==> config.mk <==
export PLATFORM = sky130hd
export DESIGN_NAME = base32_stream_codec
export DESIGN_NICKNAME = d
export VERILOG_FILES = /design/src/hw/rtl/b32_pkg.sv /design/src/hw/rtl/b32_front.sv /design/src/hw/rtl/b32_queue.sv /design/src/hw/rtl/b32_back.sv /design/src/hw/rtl/base32_stream_codec.sv
export VERILOG_INCLUDE_DIRS = /design/src /design/src/hw/rtl
export SDC_FILE = /design/constraint.sdc
export NUM_CORES = 1
export LEC_CHECK = 0
export BUFFER_PORTS_ARGS = -buffer_cell sky130_fd_sc_hd__buf_4
export CAP_MARGIN = 30
export CORE_ASPECT_RATIO = 0.5
export CORE_MARGIN = 2
export CORE_UTILIZATION = 55
export CTS_CLUSTER_DIAMETER = 120
export DETAILED_ROUTE_END_ITERATION = 12
export PLACE_DENSITY = 0.79
export SLEW_MARGIN = 20
export SYNTH_ARGS = -nofsm -noshare
export SYNTH_HDL_FRONTEND = slang
export SYNTH_SLANG_ARGS = --single-unit
==> constraint.sdc <==
create_clock -name clk -period 5.56 [get_ports clk]
set_input_delay 0.834 -clock clk [delete_from_list [all_inputs] [get_ports clk]]
set_output_delay 0.834 -clock clk [all_outputs]
set_load 0.02 [all_outputs]
==> src/hw/rtl/base32_stream_codec_defines.svh <==
// assertion macros shared by the base32 codec rtl
`ifndef BASE32_STREAM_CODEC_DEFINES_SVH
`define BASE32_STREAM_CODEC_DEFINES_SVH

// same-cycle implication, checked on clk, off during reset
`define B32_ASSERT_NOW(lbl, ante, cons) \
	lbl: assert property (@(posedge clk) disable iff (!arst_n) (ante) |-> (cons)) \
		else $error("base32 codec check failed");

// next-cycle implication, checked on clk, off during reset
`define B32_ASSERT_NEXT(lbl, ante, cons) \
	lbl: assert property (@(posedge clk) disable iff (!arst_n) (ante) |=> (cons)) \
		else $error("base32 codec check failed");

`endif

==> src/hw/rtl/b32_pkg.sv <==
// types, constants and symbol helpers for the base32 codec
package b32_pkg;

	localparam int unsigned B32_QUEUE_DEPTH = 2;
	localparam int unsigned B32_MAX_RESULTS = 3;

	localparam logic DIR_ENCODE = 1'b0;
	localparam logic DIR_DECODE = 1'b1;

	localparam logic REG_DIRECTION = 1'b0;

	localparam logic [1:0] STATUS_OK      = 2'd0;
	localparam logic [1:0] STATUS_ILLEGAL = 2'd1;
	localparam logic [1:0] STATUS_EMPTY   = 2'd2;

	localparam logic [7:0] CH_UPPER_A = 8'h41;
	localparam logic [7:0] CH_UPPER_Z = 8'h5A;
	localparam logic [7:0] CH_LOWER_A = 8'h61;
	localparam logic [7:0] CH_LOWER_Z = 8'h7A;
	localparam logic [7:0] CH_TWO     = 8'h32;
	localparam logic [7:0] CH_SEVEN   = 8'h37;
	localparam logic [7:0] CH_HYPHEN  = 8'h2D;
	localparam logic [7:0] CH_SPACE   = 8'h20;
	localparam logic [7:0] CH_TAB     = 8'h09;
	localparam logic [7:0] CH_CR      = 8'h0D;

	typedef struct packed {
		logic [7:0] in_value;
		logic       in_last;
	} b32_in_t;

	typedef struct packed {
		logic [7:0] out_value;
		logic       out_valid;
		logic       out_last;
		logic [1:0] out_status;
	} b32_out_t;

	// one accepted word's worth of results, count is 0..3 (only 1..3 is pushed)
	typedef struct packed {
		logic [1:0]                       count;
		b32_out_t [B32_MAX_RESULTS-1:0]   item;
	} b32_job_t;

	// 5-bit group to its ascii symbol
	function automatic logic [7:0] symbol_of(input logic [4:0] v);
		logic [7:0] r;
		if (v < 5'd26) begin
			r = CH_UPPER_A + {3'd0, v};
		end else begin
			r = CH_TWO + {3'd0, v - 5'd26};
		end
		return r;
	endfunction

	// ascii char to 0..31, bit 5 set when not a symbol
	function automatic logic [5:0] value_of(input logic [7:0] c);
		logic [7:0] u;
		logic [5:0] r;
		u = c;
		if (c >= CH_LOWER_A && c <= CH_LOWER_Z) begin
			u = c - 8'h20;
		end
		if (u >= CH_UPPER_A && u <= CH_UPPER_Z) begin
			r = {1'b0, 5'(u - CH_UPPER_A)};
		end else if (u >= CH_TWO && u <= CH_SEVEN) begin
			r = {1'b0, 5'(u - CH_TWO + 8'd26)};
		end else begin
			r = 6'b100000;
		end
		return r;
	endfunction

	// low n bits set
	function automatic logic [11:0] mask12(input logic [3:0] n);
		return (12'd1 << n) - 12'd1;
	endfunction

endpackage

==> src/hw/rtl/b32_front.sv <==
// front: takes words, tracks message state, builds result jobs
module b32_front import b32_pkg::*; (
	input  logic     clk,
	input  logic     arst_n,
	input  logic     direction,
	input  logic     clear,
	input  logic     accept,
	input  b32_in_t  data,
	output logic     push,
	output b32_job_t job
);

	logic [11:0] buf_q;
	logic [3:0]  cnt_q;
	logic        content_q, symbol_q, pend_q, err_q;

	logic [11:0] buf_n;
	logic [3:0]  cnt_n;
	logic        content_n, symbol_n, pend_n, err_n;

	// encode path
	logic [11:0] e_buf1, e_buf2, e_buf3;
	logic [3:0]  e_c1, e_c2, e_c3;
	logic        e_two, e_pad;
	logic [7:0]  e_sym0, e_sym1, e_sympad;

	// decode path
	logic        d_space, d_ws;
	logic [5:0]  d_val;
	logic [11:0] d_buf;
	logic [3:0]  d_cnt;
	logic        d_emit;
	logic [7:0]  d_byte;
	logic [1:0]  d_status;

	always_comb begin
		e_buf1  = {buf_q[3:0], data.in_value};
		e_c1    = cnt_q + 4'd8;
		e_c2    = e_c1 - 4'd5;
		e_sym0  = symbol_of(5'(e_buf1 >> e_c2));
		e_buf2  = e_buf1 & mask12(e_c2);
		e_two   = (e_c2 >= 4'd5);
		e_c3    = e_two ? e_c2 - 4'd5 : e_c2;
		e_sym1  = symbol_of(5'(e_buf2 >> e_c3));
		e_buf3  = e_two ? (e_buf2 & mask12(e_c3)) : e_buf2;
		e_pad   = data.in_last && (e_c3 != 4'd0);
		e_sympad = symbol_of(5'(e_buf3 << (4'd5 - e_c3)));
	end

	always_comb begin
		d_space   = (data.in_value == CH_SPACE);
		d_ws      = (data.in_value >= CH_TAB) && (data.in_value <= CH_CR);
		d_val     = value_of(data.in_value);
		d_buf     = buf_q;
		d_cnt     = cnt_q;
		d_emit    = 1'b0;
		d_byte    = 8'd0;
		content_n = content_q;
		symbol_n  = symbol_q;
		pend_n    = pend_q;
		err_n     = err_q;
		if (d_space) begin
			// spaces vanish anywhere
		end else if (d_ws) begin
			if (content_q) begin
				pend_n = 1'b1;
			end
		end else begin
			content_n = 1'b1;
			if (pend_q) begin
				err_n = 1'b1;
			end else if (data.in_value != CH_HYPHEN && !err_q) begin
				if (d_val[5]) begin
					err_n = 1'b1;
				end else begin
					symbol_n = 1'b1;
					d_buf    = {buf_q[6:0], d_val[4:0]};
					d_cnt    = cnt_q + 4'd5;
					if (d_cnt >= 4'd8) begin
						d_emit = 1'b1;
						d_byte = 8'(d_buf >> (d_cnt - 4'd8));
						d_cnt  = d_cnt - 4'd8;
						d_buf  = d_buf & mask12(d_cnt);
					end
				end
			end
		end
		if (err_n) begin
			d_status = STATUS_ILLEGAL;
		end else if (symbol_n) begin
			d_status = STATUS_OK;
		end else begin
			d_status = STATUS_EMPTY;
		end
	end

	always_comb begin
		job   = '0;
		buf_n = buf_q;
		cnt_n = cnt_q;
		if (direction == DIR_ENCODE) begin
			job.item[0] = '{out_value: e_sym0, out_valid: 1'b1, out_last: 1'b0,
				out_status: STATUS_OK};
			if (e_two) begin
				job.item[1] = '{out_value: e_sym1, out_valid: 1'b1, out_last: 1'b0,
					out_status: STATUS_OK};
			end
			if (e_pad) begin
				job.item[e_two ? 2'd2 : 2'd1] = '{out_value: e_sympad, out_valid: 1'b1,
					out_last: 1'b0, out_status: STATUS_OK};
			end
			job.count = 2'd1 + {1'b0, e_two} + {1'b0, e_pad};
			if (data.in_last) begin
				job.item[job.count - 2'd1].out_last = 1'b1;
			end
			buf_n = e_buf3;
			cnt_n = e_c3;
		end else begin
			if (d_emit) begin
				job.item[0] = '{out_value: d_byte, out_valid: 1'b1, out_last: 1'b0,
					out_status: STATUS_OK};
			end
			if (data.in_last) begin
				job.item[d_emit ? 2'd1 : 2'd0] = '{out_value: 8'd0, out_valid: 1'b0,
					out_last: 1'b1, out_status: d_status};
			end
			job.count = {1'b0, d_emit} + {1'b0, data.in_last};
			buf_n = d_buf;
			cnt_n = d_cnt;
		end
	end

	assign push = accept && (job.count != 2'd0);

	always_ff @(posedge clk or negedge arst_n) begin
		if (!arst_n) begin
			buf_q     <= '0;
			cnt_q     <= '0;
			content_q <= 1'b0;
			symbol_q  <= 1'b0;
			pend_q    <= 1'b0;
			err_q     <= 1'b0;
		end else if (clear || (accept && data.in_last)) begin
			buf_q     <= '0;
			cnt_q     <= '0;
			content_q <= 1'b0;
			symbol_q  <= 1'b0;
			pend_q    <= 1'b0;
			err_q     <= 1'b0;
		end else if (accept) begin
			buf_q <= buf_n;
			cnt_q <= cnt_n;
			if (direction == DIR_DECODE) begin
				content_q <= content_n;
				symbol_q  <= symbol_n;
				pend_q    <= pend_n;
				err_q     <= err_n;
			end
		end
	end

endmodule

==> src/hw/rtl/b32_queue.sv <==
// job queue between front and back
module b32_queue import b32_pkg::*; #(
	parameter int unsigned DEPTH = B32_QUEUE_DEPTH
) (
	input  logic     clk,
	input  logic     arst_n,
	input  logic     push,
	input  b32_job_t push_job,
	input  logic     pop,
	output logic     full,
	output logic     nonempty,
	output b32_job_t head
);

	localparam int unsigned PW = (DEPTH > 1) ? $clog2(DEPTH) : 1;
	localparam int unsigned CW = $clog2(DEPTH + 1);
	localparam logic [PW-1:0] LAST_PTR = PW'(DEPTH - 1);
	localparam logic [CW-1:0] FULL_CNT = CW'(DEPTH);

	b32_job_t      mem_q [DEPTH];
	logic [PW-1:0] wr_ptr_q, rd_ptr_q;
	logic [CW-1:0] cnt_q;

	assign full     = (cnt_q == FULL_CNT);
	assign nonempty = (cnt_q != '0);
	assign head     = mem_q[rd_ptr_q];

	always_ff @(posedge clk) begin
		if (push) begin
			mem_q[wr_ptr_q] <= push_job;
		end
	end

	always_ff @(posedge clk or negedge arst_n) begin
		if (!arst_n) begin
			wr_ptr_q <= '0;
			rd_ptr_q <= '0;
			cnt_q    <= '0;
		end else begin
			if (push) begin
				wr_ptr_q <= (wr_ptr_q == LAST_PTR) ? '0 : wr_ptr_q + PW'(1);
			end
			if (pop) begin
				rd_ptr_q <= (rd_ptr_q == LAST_PTR) ? '0 : rd_ptr_q + PW'(1);
			end
			if (push && !pop) begin
				cnt_q <= cnt_q + CW'(1);
			end else if (pop && !push) begin
				cnt_q <= cnt_q - CW'(1);
			end
		end
	end

endmodule

==> src/hw/rtl/b32_back.sv <==
// back: unrolls jobs into result words through an output register
module b32_back import b32_pkg::*; (
	input  logic     clk,
	input  logic     arst_n,
	input  logic     q_nonempty,
	input  b32_job_t q_head,
	output logic     q_pop,
	output logic     rsp_valid,
	input  logic     rsp_ready,
	output b32_out_t rsp_data
);

	b32_job_t   job_q;
	logic       job_valid_q;
	logic [1:0] idx_q;
	logic       rsp_valid_q;
	b32_out_t   rsp_data_q;

	logic out_free, emit, job_done;

	assign out_free = !rsp_valid_q || rsp_ready;
	assign emit     = job_valid_q && out_free;
	assign job_done = emit && ((idx_q + 2'd1) == job_q.count);
	assign q_pop    = q_nonempty && (!job_valid_q || job_done);

	always_ff @(posedge clk) begin
		if (q_pop) begin
			job_q <= q_head;
		end
		if (emit) begin
			rsp_data_q <= job_q.item[idx_q];
		end
	end

	always_ff @(posedge clk or negedge arst_n) begin
		if (!arst_n) begin
			job_valid_q <= 1'b0;
			idx_q       <= '0;
			rsp_valid_q <= 1'b0;
		end else begin
			if (q_pop) begin
				job_valid_q <= 1'b1;
				idx_q       <= '0;
			end else if (job_done) begin
				job_valid_q <= 1'b0;
				idx_q       <= '0;
			end else if (emit) begin
				idx_q <= idx_q + 2'd1;
			end
			if (emit) begin
				rsp_valid_q <= 1'b1;
			end else if (rsp_ready) begin
				rsp_valid_q <= 1'b0;
			end
		end
	end

	assign rsp_valid = rsp_valid_q;
	assign rsp_data  = rsp_data_q;

endmodule

==> src/hw/rtl/base32_stream_codec.sv <==
// top level of the streaming base32 codec
//
// usage
//  - req channel (req_valid/req_ready/req_data) takes one word per message
//    item: a byte when encoding, an ascii char when decoding; in_last ends it
//  - rsp channel (rsp_valid/rsp_ready/rsp_data) returns result words: symbols
//    when encoding, bytes plus one closing status word when decoding
//  - apb port, register 0 at address 0: direction, 0 encode, 1 decode;
//    writing it clears any partial message, write only while idle
//  - path: result words pass through the job queue, the job register, then the output register
//  - throughput: one result word per cycle while rsp_ready holds, set by the output register;
//    encode averages 1.6 words per byte (two words per byte at worst,
//    three on the last byte of a message), decode takes a char every cycle while the queue has room
//  - the front classifies each word and queues a job of one to three result
//    words when it yields any; the back drains jobs, so the front keeps taking
//    input while the output stalls until the job queue fills
//  - reset: direction goes to encode, queue empty, message state cleared
//  - receiver stall: the output word holds, jobs back up, then req_ready drops
`include "base32_stream_codec_defines.svh"

module base32_stream_codec import b32_pkg::*; #(
	parameter int unsigned QUEUE_DEPTH = B32_QUEUE_DEPTH
) (
	input  logic        clk,
	input  logic        arst_n,
	// input words
	input  logic        req_valid,
	output logic        req_ready,
	input  b32_in_t     req_data,
	// result words
	output logic        rsp_valid,
	input  logic        rsp_ready,
	output b32_out_t    rsp_data,
	// configuration
	input  logic        psel,
	input  logic        penable,
	input  logic        pwrite,
	input  logic [2:0]  paddr,
	input  logic [31:0] pwdata,
	output logic [31:0] prdata,
	output logic        pready
);

	logic     dir_q;
	logic     cfg_wr;
	logic     accept;
	logic     push;
	b32_job_t front_job;
	logic     q_full, q_nonempty, q_pop;
	b32_job_t q_head;

	// register index is paddr[2]; only index 0 exists
	assign pready = 1'b1;
	assign cfg_wr = psel && penable && pwrite && pready && (paddr[2] == REG_DIRECTION);
	assign prdata = (paddr[2] == REG_DIRECTION) ? {31'd0, dir_q} : 32'd0;

	always_ff @(posedge clk or negedge arst_n) begin
		if (!arst_n) begin
			dir_q <= DIR_ENCODE;
		end else if (cfg_wr) begin
			dir_q <= pwdata[0];
		end
	end

	// input is taken whenever the job queue has room
	assign req_ready = !q_full;
	assign accept    = req_valid && req_ready;

	b32_front u_front (
		.clk       (clk),
		.arst_n    (arst_n),
		.direction (dir_q),
		.clear     (cfg_wr),
		.accept    (accept),
		.data      (req_data),
		.push      (push),
		.job       (front_job)
	);

	b32_queue #(
		.DEPTH (QUEUE_DEPTH)
	) u_queue (
		.clk      (clk),
		.arst_n   (arst_n),
		.push     (push),
		.push_job (front_job),
		.pop      (q_pop),
		.full     (q_full),
		.nonempty (q_nonempty),
		.head     (q_head)
	);

	b32_back u_back (
		.clk        (clk),
		.arst_n     (arst_n),
		.q_nonempty (q_nonempty),
		.q_head     (q_head),
		.q_pop      (q_pop),
		.rsp_valid  (rsp_valid),
		.rsp_ready  (rsp_ready),
		.rsp_data   (rsp_data)
	);

	// a status-only word always closes its message
	`B32_ASSERT_NOW(a_status_word_last, rsp_valid && !rsp_data.out_valid, rsp_data.out_last)
	// encoding never produces a status-only word
	`B32_ASSERT_NOW(a_encode_has_data, rsp_valid && (dir_q == DIR_ENCODE), rsp_data.out_valid)
	// a nonzero status only rides on the closing word
	`B32_ASSERT_NOW(a_status_on_last, rsp_valid && (rsp_data.out_status != STATUS_OK),
		rsp_data.out_last)
	// a job pushed into an empty queue with no result word showing leaves the queue or output busy in the next cycle
	`B32_ASSERT_NEXT(a_job_drains, push && !q_nonempty && !rsp_valid, q_nonempty || rsp_valid)

endmodule
==> flow_summary_export.csv <==
group,metric,value,unit
sta,fin_crit_sh,92.8,%
drt,routedWlPerCell,20.1,um
clocking,clock-sinks,138,
grt,antenna_found_initial,0,
yosys,netlist_top_cells_count,"edfxtp_1, nor2_1, nand2_1",
sta,tightest_slew,1.01,ns
clocking,root_buffer,"clkbuf_16",
yosys,synth.area.top_cells,"edfxtp_1, dfrtp_1, ha_1",
clocking,clk_pin_slew_worst_paths,0.07,ns
setup_path,slowest_delay,0.52,ns
yosys,yosysTopAreaCellShare,35.8,%
die,fp.dieW,191,um
setup_path,reg2regPathDepth,19,
setup_path,crit_required,5.73,ns
clocking,clock_latency,0.42,ns
clocking,cts_tree,"done",
setup_path,cp_cell_sequence,"inv_1 > buf_4 > ha_1 > and2_1 > o21ai_0 > a221oi_1 > o21ai_1 > nand3_1 > ha_1 > o21ai_0 > nand2_1 > o21ai_0 > nand3_1 > ha_1 > inv_1 > o221ai_1 > a211oi_1 > o21ai_0 > o311a_1",
yosys,ys_ff_latch,138,
clocking,clock_path_buffers,2,
sta,rsz0062_at_grt,"false",
setup_path,r2r_end,"u_queue.mem_q[1][22]",
setup_path,rrSetupSlack,0.40,ns
drt,totalWireLength,24.8,mm
setup_path,path_common_cell,"o21ai_0",
cells_and_area,diodes,0,
setup_path,worst_setup_path_end_kind,"flip-flop",
yosys,syn_inst,958,
yosys,synth_cell_type_count,87,
sta,fin_tns_setup,0,ns
setup_path,crit_slowest_cell,"dfrtp_2",
cells_and_area,nets,1074,
setup_path,path_class,"reg -> reg",
setup_path,cp.arrival,5.33,ns
sta,setup_viol,0,
place,hpwlAfterDp,17.2,mm
grt,grt_pass1_vias,7399,
drt,drtAntennaViolNets,0,
drt,drtIter0Drc,920,
drt,drc_errors,0,
drt,drt-pass1-iter-count,5,
drt,via_count,7740,
yosys,synth_edf_count,114,
yosys,synth-main-ff-cell,"edfxtp_1",
setup_path,r2r_start,"u_front.cnt_q[0]",
job,cap_viol_max_count,0,
yosys,synth.avg_cell_area,9.99,um^2
yosys,synth.largest_area_cell,"edfxtp_1",
die,die_h,97.3,um
cells_and_area,syn2layout_area_growth,10.8,%
grt,track_usage,27.8,%
status,outcome,"completed",
yosys,synth_seq_area_share,42.1,%
die,dieArea,18500,um^2
yosys,ys_warn_count,0,
place,place_congestion,0.973,
die,start_util,55.7,%
sta,hold_viol,0,
setup_path,worst-path-max-fanout,13,
yosys,synthArstFlopShare,17.4,%
yosys,synth_area,9570,um^2
grt,grt_use_met1,40.0,%
yosys,yosysMostFrequentCell,"edfxtp_1",
grt,grt_first_pass_wirelength,40.1,mm
clocking,cts_max_level,4,
sta,period_needed,5.16,ns
drt,avgViaCountPerCell,6.28,
die,core,17200,um^2
cells_and_area,drive_gt1_share,17.9,%
place,portBuffers,32,
die,fp-row-count,34,
grt,grt_max_degree,42,
sta,drv_slew,0,
clocking,cts_buffers,17,
sta,fmax,194,MHz
sta,fin_worst_skew,0.0172,ns
grt,grt.busiest_layer,"met2",
grt,use_met2,43.6,%
setup_path,worstSetupStartpointType,"flip-flop",
clocking,hold_buffers,0,
grt,grt-ovfl-total,0,
sta,timing.slew.headroom,32.4,%
grt,met3_usage,4.01,%
die,pin_count,98,
worst_hold_path,hold_class,"in -> async",
-- state kept, by name, indices dropped and copies added, names as in the netlist --
| register | flops |
|---|---|
| dir_q | 1 |
| u_back.rsp_data | 12 |
| u_front.symbol_q | 1 |
| u_front.cnt_q | 4 |
| u_back.job_valid_q | 1 |
| u_back.rsp_valid | 1 |
| u_front.err_q | 1 |
| u_queue.wr_ptr_q | 1 |
| u_front.buf_q | 7 |
| u_front.pend_q | 1 |
| u_queue.mem_q | 68 |
| u_back.job_q | 34 |
| u_front.content_q | 1 |
| u_queue.rd_ptr_q | 1 |
| u_back.idx_q | 2 |
| u_queue.cnt_q | 2 |
-- critical path, delay by kind of cell, from the launching register on --
| family | cells | cell delay (ns) |
|---|---|---|
| compound gates | 9 | 2.29 |
| fa+ha+maj | 3 | 0.91 |
| simple gates | 4 | 0.78 |
| flops | 1 | 0.52 |
| buf+inv | 3 | 0.38 |
-- placed cells by master (no fill, tap or decap), types with 14 or more instances in the layout --
master	instances
nand3_1	19
inv_1	35
dfrtp_1	23
conb_1	36
clkbuf_16	17
o31ai_1	14
mux2_2	38
xnor2_1	19
mux2i_1	35
o21ai_0	57
nor2_1	84
nor3_1	24
ha_1	37
nand2_1	78
a21oi_1	43
buf_4	66
o211ai_1	14
edfxtp_1	114
-- timing repair --
item                                    in CTS  in global routing
endpoints found under the setup margin       0                  2
gates resized for setup                      0                  1
endpoints found under the hold margin        0                  0
setup buffers                                0                  0
-- per-stage QoR --
stage / hold slack, ns / instances / area [um^2] / utilization (%) / setup slack [ns]
finish: 0.341 / 1232 / 10600 / 61.7 / 0.402
global placement: 0.464 / 1201 / 10000 / 58.3 / 0.634
global route: 0.348 / 1232 / 10600 / 61.7 / 0.0128
CTS: 0.334 / 1232 / 10600 / 61.7 / 0.448
detailed placement: 0.475 / 1201 / 10000 / 58.3 / 0.522
floorplan: 0.450 / 992 / 9700 / - / 0.155
-- per-layer routing --
| metal | part of all wire, % | vias up |
|---|---|---|
| met5 | 0 | - |
| met3 | 8.1 | 59 |
| met2 | 45 | 376 |
| met1 | 44 | 3716 |
| met4 | 2.2 | 0 |
| li1 | - | 3589 |
-- final cells by class --
| type | instances | area (um^2) |
|---|---|---|
| clock buffer | 17 | 425 |
| clock inverter | 14 | 163 |
| fill | 1389 | 6580 |
| inverter | 40 | 150 |
| multi-input combinational | 721 | 5010 |
| sequential | 138 | 4030 |
| tap | 234 | 293 |
| timing repair buffer | 68 | 536 |
-- worst max-delay path by stage --
stage | start | to | slack (ns) | cells after the start
floorplan | u_front.cnt_q[0] | u_queue.mem_q[0][0] | 0.16 | 16
global placement | req_data[2] | u_queue.mem_q[1][10] | 0.63 | 16
detailed placement | u_front.cnt_q[0] | u_queue.mem_q[0][22] | 0.52 | 19
CTS | u_front.cnt_q[0] | u_queue.cnt_q[1] | 0.45 | 20
global route | u_front.cnt_q[0] | u_queue.mem_q[1][22] | 0.01 | 19
finish | u_front.cnt_q[0] | u_queue.mem_q[1][22] | 0.40 | 19
-- kinds of logic (layout without fill, tap and decap cells) --
family                   Yosys count  count (layout)  share of synthesized area, %
AND/OR/NAND/NOR                  284             284                          14.3
AO/OA/AOI/OAI                    254             254                          18.9
flip-flops                       138             138                          42.1
buffers and inverters            133             139                          6.96
multiplexers                      82              82                          10.3
adder cells (fa/ha/maj)           37              37                          4.84
XOR/XNOR                          28              28                          2.64
other                              2              36                        0.0785
Power is left out: the tool's default activity adds up to more than one toggle a clock period on the data nets, which glitch-free logic cannot reach.
